### src/design/rau_pkg.sv
// Shared types and constants for the rational arithmetic unit.
package rau_pkg;

    localparam int OPERAND_WIDTH = 16;

    typedef enum logic [1:0] {
        CMD_ADD = 2'd0,
        CMD_SUB = 2'd1,
        CMD_MUL = 2'd2,
        CMD_DIV = 2'd3
    } t_cmd;

    typedef enum logic [3:0] {
        S_IDLE,
        S_MUL_A,
        S_MUL_B,
        S_MUL_C,
        S_MUL_D,
        S_FORM,
        S_SIGN,
        S_GCD,
        S_DIV_INIT,
        S_DIV,
        S_DONE
    } t_state;

    typedef enum logic [3:0] {
        DP_NOP,
        DP_LOAD,
        DP_MUL_A,
        DP_MUL_B,
        DP_MUL_C,
        DP_MUL_D,
        DP_FORM,
        DP_SIGN,
        DP_GCD,
        DP_DIV_INIT,
        DP_DIV,
        DP_OUT
    } t_dp_op;

    typedef struct packed {
        t_dp_op op;
    } t_dp_ctrl;

    typedef struct packed {
        logic skip;      // zero numerator or zero denominator: no reduction
        logic gcd_done;  // one gcd operand reached zero
        logic div_last;  // final quotient bit this cycle
    } t_dp_stat;

endpackage

### src/design/rational_arithmetic_unit.sv
// Top level of the rational arithmetic unit: controller plus datapath.
//
// Input channel: i_valid / o_ready carry one beat holding a command (add, subtract,
// multiply, divide) and two fractions a_num/a_den and b_num/b_den. Output channel:
// o_valid / i_ready carry one beat with the result reduced to lowest terms (sign on
// the numerator), a divide-by-zero flag and the less/equal/greater compare of a vs b.
// One item is in work at a time; o_ready is high only while the sequencer is idle.
// Steps from input beat to output valid:
//   a load + 4 multiplies on the one shared multiplier + form + sign split,
//   then the binary gcd at one step per cycle (its step count set by the
//   total bit length of the two magnitudes), then a divide init and the two
//   restoring dividers running side by side, then the load of the output register.
//   A zero numerator or zero denominator skips gcd and divide.
// The output register parts the two sides: a new item is taken while a result
// waits; if the receiver still stalls when the next result is ready, the
// sequencer holds it and takes no further beat.
// Reset (synchronous, active low) empties the output register and idles the
// sequencer; no memory needs clearing.
module rational_arithmetic_unit #(
    parameter int OPERAND_WIDTH = rau_pkg::OPERAND_WIDTH
) (
    input  logic                              i_clk,
    input  logic                              i_rst_n,
    input  logic                              i_valid,
    output logic                              o_ready,
    input  logic [1:0]                        i_command,
    input  logic signed [OPERAND_WIDTH-1:0]   i_a_num,
    input  logic [OPERAND_WIDTH-2:0]          i_a_den,
    input  logic signed [OPERAND_WIDTH-1:0]   i_b_num,
    input  logic [OPERAND_WIDTH-2:0]          i_b_den,
    output logic                              o_valid,
    input  logic                              i_ready,
    output logic signed [2*OPERAND_WIDTH:0]   o_res_num,
    output logic [2*OPERAND_WIDTH-3:0]        o_res_den,
    output logic                              o_div_by_zero,
    output logic                              o_a_less,
    output logic                              o_a_equal,
    output logic                              o_a_greater
);

    rau_pkg::t_dp_ctrl ctrl;
    rau_pkg::t_dp_stat stat;

    rau_ctrl u_ctrl (
        .i_clk       (i_clk),
        .i_rst_n     (i_rst_n),
        .i_in_valid  (i_valid),
        .o_in_ready  (o_ready),
        .i_out_ready (i_ready),
        .o_out_valid (o_valid),
        .i_stat      (stat),
        .o_ctrl      (ctrl)
    );

    rau_datapath #(
        .OPERAND_WIDTH (OPERAND_WIDTH)
    ) u_datapath (
        .i_clk         (i_clk),
        .i_ctrl        (ctrl),
        .o_stat        (stat),
        .i_command     (i_command),
        .i_a_num       (i_a_num),
        .i_a_den       (i_a_den),
        .i_b_num       (i_b_num),
        .i_b_den       (i_b_den),
        .o_res_num     (o_res_num),
        .o_res_den     (o_res_den),
        .o_div_by_zero (o_div_by_zero),
        .o_a_less      (o_a_less),
        .o_a_equal     (o_a_equal),
        .o_a_greater   (o_a_greater)
    );

    // exactly one compare outcome per delivered result
    a_cmp_onehot: assert property (@(posedge i_clk) disable iff (!i_rst_n)
        o_valid |-> $onehot({o_a_less, o_a_equal, o_a_greater}))
        else $error("compare flags not one-hot");

    // a zero denominator is reported as such
    a_dz_den: assert property (@(posedge i_clk) disable iff (!i_rst_n)
        o_valid |-> (o_div_by_zero == (o_res_den == '0)))
        else $error("divide-by-zero flag disagrees with denominator");

    // an accepted beat makes the unit busy on the next cycle
    a_busy: assert property (@(posedge i_clk) disable iff (!i_rst_n)
        (i_valid && o_ready) |=> !o_ready)
        else $error("input taken while an item is in work");

endmodule

### src/design/rau_ctrl.sv
// Sequencer for the rational arithmetic unit: multiply steps, gcd, divide, output.
module rau_ctrl (
    input  logic                i_clk,
    input  logic                i_rst_n,
    input  logic                i_in_valid,
    output logic                o_in_ready,
    input  logic                i_out_ready,
    output logic                o_out_valid,
    input  rau_pkg::t_dp_stat   i_stat,
    output rau_pkg::t_dp_ctrl   o_ctrl
);

    rau_pkg::t_state r_state, n_state;
    logic            r_out_valid, n_out_valid;

    always_ff @(posedge i_clk) begin
        if (!i_rst_n) begin
            r_state     <= rau_pkg::S_IDLE;
            r_out_valid <= 1'b0;
        end else begin
            r_state     <= n_state;
            r_out_valid <= n_out_valid;
        end
    end

    always_comb begin
        n_state     = r_state;
        o_ctrl.op   = rau_pkg::DP_NOP;
        n_out_valid = r_out_valid && !i_out_ready;
        case (r_state)
            rau_pkg::S_IDLE: begin
                if (i_in_valid) begin
                    o_ctrl.op = rau_pkg::DP_LOAD;
                    n_state   = rau_pkg::S_MUL_A;
                end
            end
            rau_pkg::S_MUL_A: begin
                o_ctrl.op = rau_pkg::DP_MUL_A;
                n_state   = rau_pkg::S_MUL_B;
            end
            rau_pkg::S_MUL_B: begin
                o_ctrl.op = rau_pkg::DP_MUL_B;
                n_state   = rau_pkg::S_MUL_C;
            end
            rau_pkg::S_MUL_C: begin
                o_ctrl.op = rau_pkg::DP_MUL_C;
                n_state   = rau_pkg::S_MUL_D;
            end
            rau_pkg::S_MUL_D: begin
                o_ctrl.op = rau_pkg::DP_MUL_D;
                n_state   = rau_pkg::S_FORM;
            end
            rau_pkg::S_FORM: begin
                o_ctrl.op = rau_pkg::DP_FORM;
                n_state   = rau_pkg::S_SIGN;
            end
            rau_pkg::S_SIGN: begin
                o_ctrl.op = rau_pkg::DP_SIGN;
                n_state   = rau_pkg::S_GCD;
            end
            rau_pkg::S_GCD: begin
                if (i_stat.skip) begin
                    n_state = rau_pkg::S_DONE;
                end else if (i_stat.gcd_done) begin
                    n_state = rau_pkg::S_DIV_INIT;
                end else begin
                    o_ctrl.op = rau_pkg::DP_GCD;
                end
            end
            rau_pkg::S_DIV_INIT: begin
                o_ctrl.op = rau_pkg::DP_DIV_INIT;
                n_state   = rau_pkg::S_DIV;
            end
            rau_pkg::S_DIV: begin
                o_ctrl.op = rau_pkg::DP_DIV;
                if (i_stat.div_last) begin
                    n_state = rau_pkg::S_DONE;
                end
            end
            rau_pkg::S_DONE: begin
                // load the output register once it is free or being emptied
                if (!r_out_valid || i_out_ready) begin
                    o_ctrl.op   = rau_pkg::DP_OUT;
                    n_out_valid = 1'b1;
                    n_state     = rau_pkg::S_IDLE;
                end
            end
            default: begin
                n_state = rau_pkg::S_IDLE;
            end
        endcase
    end

    assign o_in_ready  = (r_state == rau_pkg::S_IDLE);
    assign o_out_valid = r_out_valid;

endmodule

### src/design/rau_datapath.sv
// Datapath: shared multiplier, sign/magnitude split, binary gcd, dual restoring divider.
module rau_datapath #(
    parameter int OPERAND_WIDTH = rau_pkg::OPERAND_WIDTH
) (
    input  logic                              i_clk,
    input  rau_pkg::t_dp_ctrl                 i_ctrl,
    output rau_pkg::t_dp_stat                 o_stat,
    input  logic [1:0]                        i_command,
    input  logic signed [OPERAND_WIDTH-1:0]   i_a_num,
    input  logic [OPERAND_WIDTH-2:0]          i_a_den,
    input  logic signed [OPERAND_WIDTH-1:0]   i_b_num,
    input  logic [OPERAND_WIDTH-2:0]          i_b_den,
    output logic signed [2*OPERAND_WIDTH:0]   o_res_num,
    output logic [2*OPERAND_WIDTH-3:0]        o_res_den,
    output logic                              o_div_by_zero,
    output logic                              o_a_less,
    output logic                              o_a_equal,
    output logic                              o_a_greater
);

    localparam int W  = OPERAND_WIDTH;
    localparam int PW = 2 * W;          // product and magnitude width
    localparam int NW = PW + 1;         // result numerator width
    localparam int DW = PW - 2;         // result denominator width
    localparam int CW = $clog2(PW);
    localparam logic [CW-1:0] DIV_LAST = CW'(PW - 1);

    // operand registers
    rau_pkg::t_cmd           r_cmd;
    logic signed [W-1:0]     r_an, r_bn;
    logic [W-2:0]            r_ad, r_bd;

    // products and formed terms
    logic signed [PW-1:0]    r_cross_a, r_cross_b, r_p_dd, r_p_nn;
    logic signed [PW-1:0]    r_num, r_den;
    logic                    r_lt, r_eq, r_gt;

    // gcd / divide
    logic                    r_neg, r_dz;
    logic [PW-1:0]           r_x, r_y, r_un, r_ud, r_g;
    logic [PW-1:0]           r_rem_n, r_rem_d;
    logic [CW-1:0]           r_cnt;

    // output registers
    logic signed [NW-1:0]    r_res_num;
    logic [DW-1:0]           r_res_den;
    logic                    r_res_dz, r_res_lt, r_res_eq, r_res_gt;

    // shared multiplier
    logic signed [W:0]       mul_a, mul_b;
    logic signed [PW+1:0]    mul_p;

    logic signed [W:0]       an_x, bn_x, ad_x, bd_x;
    assign an_x = {r_an[W-1], r_an};
    assign bn_x = {r_bn[W-1], r_bn};
    assign ad_x = {2'b00, r_ad};
    assign bd_x = {2'b00, r_bd};

    always_comb begin
        case (i_ctrl.op)
            rau_pkg::DP_MUL_A: begin mul_a = an_x; mul_b = bd_x; end
            rau_pkg::DP_MUL_B: begin mul_a = ad_x; mul_b = bn_x; end
            rau_pkg::DP_MUL_C: begin mul_a = ad_x; mul_b = bd_x; end
            default:           begin mul_a = an_x; mul_b = bn_x; end
        endcase
    end
    assign mul_p = mul_a * mul_b;

    // form stage
    logic signed [PW-1:0]    f_num, f_den;
    always_comb begin
        f_den = r_p_dd;
        case (r_cmd)
            rau_pkg::CMD_ADD: f_num = r_cross_a + r_cross_b;
            rau_pkg::CMD_SUB: f_num = r_cross_a - r_cross_b;
            rau_pkg::CMD_MUL: f_num = r_p_nn;
            rau_pkg::CMD_DIV: begin
                f_num = r_cross_a;
                f_den = r_cross_b;
            end
            default:          f_num = r_cross_a;
        endcase
    end

    // sign stage
    logic [PW-1:0] s_un, s_ud;
    assign s_un = r_num[PW-1] ? (~r_num + 1'b1) : r_num;
    assign s_ud = r_den[PW-1] ? (~r_den + 1'b1) : r_den;

    // gcd step: subtract and halve when both odd
    logic [PW-1:0] g_xy, g_yx;
    logic          g_xge;
    assign g_xge = (r_x >= r_y);
    assign g_xy  = r_x - r_y;
    assign g_yx  = r_y - r_x;

    // restoring divide step, both quotients share the divisor
    logic [PW:0]   d_tn, d_td, d_gx;
    logic          d_qn, d_qd;
    assign d_tn = {r_rem_n, r_un[PW-1]};
    assign d_td = {r_rem_d, r_ud[PW-1]};
    assign d_gx = {1'b0, r_g};
    assign d_qn = (d_tn >= d_gx);
    assign d_qd = (d_td >= d_gx);

    logic [NW-1:0] o_mag;
    assign o_mag = {1'b0, r_un};

    always_ff @(posedge i_clk) begin
        case (i_ctrl.op)
            rau_pkg::DP_LOAD: begin
                r_cmd <= rau_pkg::t_cmd'(i_command);
                r_an  <= i_a_num;
                r_ad  <= i_a_den;
                r_bn  <= i_b_num;
                r_bd  <= i_b_den;
            end
            rau_pkg::DP_MUL_A: r_cross_a <= mul_p[PW-1:0];
            rau_pkg::DP_MUL_B: r_cross_b <= mul_p[PW-1:0];
            rau_pkg::DP_MUL_C: r_p_dd    <= mul_p[PW-1:0];
            rau_pkg::DP_MUL_D: r_p_nn    <= mul_p[PW-1:0];
            rau_pkg::DP_FORM: begin
                r_num <= f_num;
                r_den <= f_den;
                r_lt  <= (r_cross_a <  r_cross_b);
                r_eq  <= (r_cross_a == r_cross_b);
                r_gt  <= (r_cross_a >  r_cross_b);
            end
            rau_pkg::DP_SIGN: begin
                r_neg <= (r_num[PW-1] != r_den[PW-1]) && (r_num != '0);
                r_dz  <= (s_ud == '0);
                r_un  <= s_un;
                r_ud  <= s_ud;
                r_x   <= s_un;
                r_y   <= s_ud;
            end
            rau_pkg::DP_GCD: begin
                if (!r_x[0] && !r_y[0]) begin
                    // common factor of two: strip it from the dividends as well
                    r_x  <= r_x >> 1;
                    r_y  <= r_y >> 1;
                    r_un <= r_un >> 1;
                    r_ud <= r_ud >> 1;
                end else if (!r_x[0]) begin
                    r_x <= r_x >> 1;
                end else if (!r_y[0]) begin
                    r_y <= r_y >> 1;
                end else if (g_xge) begin
                    r_x <= g_xy >> 1;
                end else begin
                    r_y <= g_yx >> 1;
                end
            end
            rau_pkg::DP_DIV_INIT: begin
                r_g     <= r_x | r_y;
                r_rem_n <= '0;
                r_rem_d <= '0;
                r_cnt   <= '0;
            end
            rau_pkg::DP_DIV: begin
                r_rem_n <= d_qn ? PW'(d_tn - d_gx) : d_tn[PW-1:0];
                r_rem_d <= d_qd ? PW'(d_td - d_gx) : d_td[PW-1:0];
                r_un    <= {r_un[PW-2:0], d_qn};
                r_ud    <= {r_ud[PW-2:0], d_qd};
                r_cnt   <= r_cnt + 1'b1;
            end
            rau_pkg::DP_OUT: begin
                r_res_num <= r_neg ? (~o_mag + 1'b1) : o_mag;
                r_res_den <= r_ud[DW-1:0];
                r_res_dz  <= r_dz;
                r_res_lt  <= r_lt;
                r_res_eq  <= r_eq;
                r_res_gt  <= r_gt;
            end
            default: begin
            end
        endcase
    end

    assign o_stat.skip     = (r_un == '0) || r_dz;
    assign o_stat.gcd_done = (r_x == '0) || (r_y == '0);
    assign o_stat.div_last = (r_cnt == DIV_LAST);

    assign o_res_num     = r_res_num;
    assign o_res_den     = r_res_den;
    assign o_div_by_zero = r_res_dz;
    assign o_a_less      = r_res_lt;
    assign o_a_equal     = r_res_eq;
    assign o_a_greater   = r_res_gt;

endmodule

### config.mk
export PLATFORM = sky130hd
export DESIGN_NAME = rational_arithmetic_unit
export DESIGN_NICKNAME = d
export VERILOG_FILES = /design/src/design/rau_pkg.sv /design/src/design/rational_arithmetic_unit.sv /design/src/design/rau_ctrl.sv /design/src/design/rau_datapath.sv
export SDC_FILE = /design/constraint.sdc
export NUM_CORES = 2
export LEC_CHECK = 0
export ABC_AREA = 1
export ABC_CLOCK_PERIOD_IN_PS = 19800
export BUFFER_PORTS_ARGS = -buffer_cell sky130_fd_sc_hd__buf_2
export CAP_MARGIN = 10
export CORE_UTILIZATION = 35
export DETAILED_ROUTE_END_ITERATION = 8
export REMOVE_ABC_BUFFERS = 1
export SYNTH_ARGS = -nofsm -noshare
export SYNTH_HDL_FRONTEND = slang
export SYNTH_SLANG_ARGS = --single-unit
### constraint.sdc
create_clock -name i_clk -period 19.8 [get_ports i_clk]
set_clock_uncertainty 0.15 [all_clocks]
set_input_delay 1.98 -clock i_clk [delete_from_list [all_inputs] [get_ports i_clk]]
set_output_delay 1.98 -clock i_clk [all_outputs]
set_load 0.1 [all_outputs]
# --- Yosys cells after proc, flatten, opt, wreduce, memory -nomap -nowiden ---
# Index checks and enable logic that the tools add are counted.
word_totals:
  regBits: 562
op_classes:
  order_cmp: 5
  n_eq_ne: 36
  add_sub_neg: 10
  reduce_logical: 27
  n_mul: 1
  n_bitwise: 4
  n_mux: 39
op_table:
  columns: ["op", "n"]
  rows:
  - ["$mux 32", 16]
  - ["$pmux 32 s2", 4]
  - ["$pmux 32 s3", 2]
  - ["$sub 32x32->32", 5]
  - ["$logic_not 32->1", 4]
  - ["$pmux 32 s4", 1]
  - ["$pmux 4 s11", 2]
  - ["$ge 33x32->1", 2]
  - ["$add 32x1->32 const B", 2]
  - ["$not 32->32", 2]
  - ["$mux 17", 2]
  - ["$add 33x1->33 const B", 1]
  - ["$not 32->33", 1]
  - ["$add 32x32->32", 1]
  - ["$eq 32x32->1", 1]
  - ["$eq 4x3->1 const B", 8]
  - ["$ge 32x32->1", 1]
  - ["$gt 32x32->1", 1]
  - ["$lt 32x32->1", 1]
  - ["$mul 17x17->32", 1]
  - ["$mux 4", 8]
  - ["$or 32x32->32", 1]
  - ["$reduce_bool 32->1", 1]
  - ["$eq 4x4->1 const B", 7]
  - ["25 further kinds", 47]

# --- Depth between registers and ports, before layout ---
logic_depth:
  ltp_word: 9
  depth_mapped: 35
  mapped_depth_nobuf: 33

# --- Hierarchy ---
# From an unflattened synthesis, not the netlist that was laid out.
unflattened:
  hier_cells: 5438
  area_unflattened_um2: 46887.5
by_module_without_submodules:
  columns: ["mod", "seq_area_each_um2", "cells_per_inst", "n_inst", "area_per_inst_um2"]
  rows:
  - ["rau_datapath", 16726.0, 5376, 1, 46489.6]
  - ["rau_ctrl", 100.1, 62, 1, 397.9]

# --- Least setup slack after synthesis ---
# OpenSTA, ideal clock, no wires.
synth_timing:
  path_kind: "input to register"
  start: "input i_valid"
  end: "register u_datapath.r_ad[0], enable pin"
  setup_time_ns: 0.565
  path_stages: 2
  slack_ns: 12.702
  arrival_time_ns: 6.383
  cell_sequence: "inv_1 -> nor3_1"
synth_between:
  elab_chain_cells: 3
synth_lines:
  columns: ["element", "line", "text"]
  rows:
  - ["start: declaration", "rational_arithmetic_unit.sv:24", "input logic i_valid,"]
  - ["$mux 1", "rau_ctrl.sv:32", "if (i_in_valid) begin"]
  - ["$pmux 4 s11", "rau_ctrl.sv:30", "case (r_state)"]
  - ["$eq 4x1->1", "rau_datapath.sv:110", "case (i_ctrl.op)"]
  - ["end signal: assignment", "rau_datapath.sv:114", "r_ad <= i_a_den;"]
  - ["end: declaration", "rau_datapath.sv:31", "logic [W-2:0] r_ad, r_bd;"]
# No other way between the ends.
# A chain may end at the register's enable or synchronous reset.

# --- Worst setup path in the final report ---
layout_timing:
  start: "register u_ctrl.r_state[1]"
  end: "register u_datapath.r_p_dd[24] (data pin)"
layout_between:
  elab_chain_cells: 6
layout_lines:
  columns: ["element", "line", "text"]
  rows:
  - ["start: declaration", "rau_ctrl.sv:13", "rau_pkg::t_state r_state, n_state;"]
  - ["start signal: assignment", "rau_ctrl.sv:18", "r_state <= rau_pkg::S_IDLE;"]
  - ["start signal: assignment", "rau_ctrl.sv:21", "r_state <= n_state;"]
  - ["$eq 4x4->1 (tied with other cells)", "rau_ctrl.sv:30", null]
  - ["$pmux 4 s11 (*)", "rau_ctrl.sv:30", null]
  - ["$eq 4x2->1 or $eq 4x3->1 (tied branches)", "rau_datapath.sv:60", "case (i_ctrl.op)"]
  - ["$reduce_or 2->1 (no line)", null, null]
  - ["$mux 17", "rau_datapath.sv:60", null]
  - ["$mul 17x17->32 (*)", "rau_datapath.sv:67", "assign mul_p = mul_a * mul_b;"]
  - ["via u_datapath.mul_p[24]", "rau_datapath.sv:51", "logic signed [PW+1:0] mul_p;"]
  - ["end signal: assignment", "rau_datapath.sv:120", "rau_pkg::DP_MUL_C: r_p_dd <= mul_p[PW-1:0];"]
  - ["end: declaration", "rau_datapath.sv:34", "logic signed [PW-1:0] r_cross_a, r_cross_b, r_p_dd, r_p_nn;"]
# The timed path passes the listed nets; every way through them passes the cells marked *.

==> impl_metrics.tcl <==
set metrics [dict create \
    post_cts.resized_instances 0 \
    post_synthesis_cell_area_sq_mm 0.0469 \
    finalSetupViolations 0 \
    hold_end "u_datapath.o_a_equal" \
    post_route_cells_drive_above_1_share_pct 7.31 \
    timing.rr.end "u_datapath.r_p_dd[24]" \
    die-width_um 368 \
    cell_count_of_the_worst_hold_path 0 \
    most_common_library_cell_in_the_layout_ignoring_fill_and_taps "nand2_1" \
    crit-reg2reg-launch "u_ctrl.r_state[1]" \
    timing_max_transition_violations_final 0 \
    globalRouteOverflowTotal 0 \
    rows 133 \
    synth_edf_count 557 \
    wire_length_of_the_first_global_routing_pass_um 236000 \
    r2r.worst_path.cells 25 \
    post-dp-hpwl_um 127000 \
    synth.yosys.seq_area_share_pct 35.9 \
    timing.setup.critical_path_class "reg2reg" \
    design.portCount 137 \
    post_synth_num_cell_types 70 \
    fmax_mhz 120 \
    grt_pass1_vias 38700 \
    clockBufferDepth 3 \
    min_period_over_period_pct 42.2 \
    multi_input_comb_area_sq_mm 0.0259 \
    synthToLayoutAreaGrowth_pct 10.5 \
    tns_ns 0 \
    drcViolationCount 0 \
    flip_flop_count_of_the_largest_register_all_copies_and_words_added 33 \
    fraction_of_synthesis_flops_using_an_asynchronous_set_or_reset_pin_pct 0 \
    floorplan.die_area_sq_mm 0.135 \
    synth_largest_type_area_fraction_pct 35.7 \
    worstPathRequired_ns 20.02 \
    via_per_inst 5.17 \
    ys_warn_count 0 \
    synth_largest_area_cell "edfxtp_1" \
    cts_num_sinks 562 \
    cts_root_buffer "clkbuf_16" \
    io_buffers 136 \
    arrival_ns 8.58 \
    cts.hold.buffers_added 0 \
    timing.final.hold_violations 0 \
    detailroute.via_count 38300 \
    layout_common_cells "1092 x nand2_1, 941 x inv_1, 557 x edfxtp_1" \
    antenna_violations_before_repair 9 \
    filler_cell_count 13500 \
    wirelength_um 157000 \
    globalRouteTotalUtil_pct 23.1 \
    status "completed" \
    syn_inst 5500 \
    start_kind "flip-flop" \
    netlist_top_cells_area "edfxtp_1 36%, fa_1 12%, nand2_1 8.8%" \
    layout.area.seq_sq_mm 0.0168 \
    cts_max_level 3 \
    cap_viol_max_count 0 \
    initial_core_util_pct 35.5 \
    mean_syn_cell_area_sq_um 8.52 \
    maximum_number_of_pins_on_one_net_before_global_route_repair 80 \
    tightestPinTransition_ns 1.17 \
    post-route-min-period_ns 8.36 \
    crit_start "u_ctrl.r_state[1]" \
    slew_headroom_pct 21.1 \
    synth-seq-cells 562 \
    worst-r2r-setup-slack_ns 11.44 \
    endpoint_kind "flip-flop" \
    wl_per_cell_um 21.1 \
    cts_tree "built" \
    holdCritStartpoint "u_datapath.r_eq" \
    min-delay-path-class "reg2reg" \
    timing.critical_path.fanout_max 28 \
    antenna_nets_post_route 0 \
    cts_made_buffers 67 \
    postCtsSetupBuffers 0 \
    chipHeight_um 368 \
    worstSkewPairLatency_ns 0.66 \
    place.gp.congestion 1.00 \
    num-nets-final 6268 \
    worst_setup_hold_path_clk_slew_ns 0.06 \
    primary_flip_flop_cell_chosen_by_synthesis_mapping "edfxtp_1" \
    floorplan.core_area_sq_mm 0.132 \
    dr.pass1.iters 6 \
    grt_setup_unrepaired "no" \
    initialDrtViolationCount 3079 \
]
==> cell families after synthesis <==
kind of cell | count (synthesis) | synth area share, %
AO/OA/AOI/OAI | 985 | 12.5
adder cells (fa/ha/maj) | 590 | 20.3
buffers and inverters | 1109 | 9.10
AND/OR/NAND/NOR | 2023 | 17.9
XOR/XNOR | 229 | 4.33
flip-flops | 562 | 35.9
multiplexers | 2 | 0.0481
==> through the flow <==
step / setup WS (ns) / hold WS (ns) / instances / instance area (sq um) / util, %
finish: 11.44 / 0.268 / 7417 / 51800 / 39.2
CTS: 11.59 / 0.271 / 7415 / 51800 / 39.2
global placement: 11.81 / 0.258 / 7295 / 49500 / 37.5
detailed placement: 11.63 / 0.258 / 7295 / 49500 / 37.5
floorplan: 12.70 / 0.250 / 5365 / 46200 / -
global route: 11.00 / 0.279 / 7416 / 51800 / 39.2
==> cell type report <==
class / count / share of cell area, %
Multi-Input combinational cell: 3829 / 49.9
Clock buffer: 77 / 3.35
Inverter: 974 / 7.06
Clock inverter: 43 / 1.01
Timing Repair Buffer: 176 / 1.89
Tap cell: 1755 / 4.24
Antenna cell: 1 / 0.00483
Sequential cell: 562 / 32.5
==> cells in the mapped netlist (49+ instances only) <==
library cell / n
a21oi_1: 316
buf_2: 49
clkbuf_1: 72
edfxtp_1: 557
fa_1: 281
ha_1: 309
inv_1: 944
nand2_1: 1093
nand3_1: 182
nand4_1: 65
nor2_1: 539
o21ai_0: 342
xnor2_1: 66
xor2_1: 161
==> how the worst max path moves through the flow <==
stage	endpoint	slack, ns
after global placement	u_datapath.r_cross_a[29]	11.81
after detailed placement	u_datapath.r_p_dd[24]	11.63
final	u_datapath.r_p_dd[24]	11.44
after floorplan	u_datapath.r_ad[0]	12.70
after CTS	u_datapath.r_p_dd[24]	11.59
after global routing	u_datapath.r_p_dd[24]	11.00
==> per-layer routing <==
metal / wire (um) / part of all wire (%) / GRT usage [%]
met2: 76000 / 48 / 39.7
met5: 13 / 0.0083 / 0
met3: 8700 / 5.5 / 3.30
met4: 7750 / 4.9 / 10.6
met1: 64300 / 41 / 28.5
==> worst max-delay path, stage by stage, from the launching register on <==
cell	delay, ns
dfxtp_1	0.47
nor2_2	0.09
nand2_1	0.14
nand2_2	0.37
o21ai_0	1.05
inv_1	0.52
nor2_1	0.24
fa_1	0.43
inv_1	0.08
fa_1	0.45
fa_1	0.55
inv_1	0.06
fa_1	0.48
fa_1	0.49
inv_1	0.05
fa_1	0.47
inv_1	0.04
ha_1	0.34
a21oi_1	0.20
a21boi_0	0.43
o21bai_1	0.15
a21oi_1	0.20
o21ai_0	0.18
nand2_1	0.10
o211ai_1	0.11
xor2_1	0.19
Power is left out: the tool's default activity adds up to more than one toggle a clock period on the data nets, which glitch-free logic cannot reach.
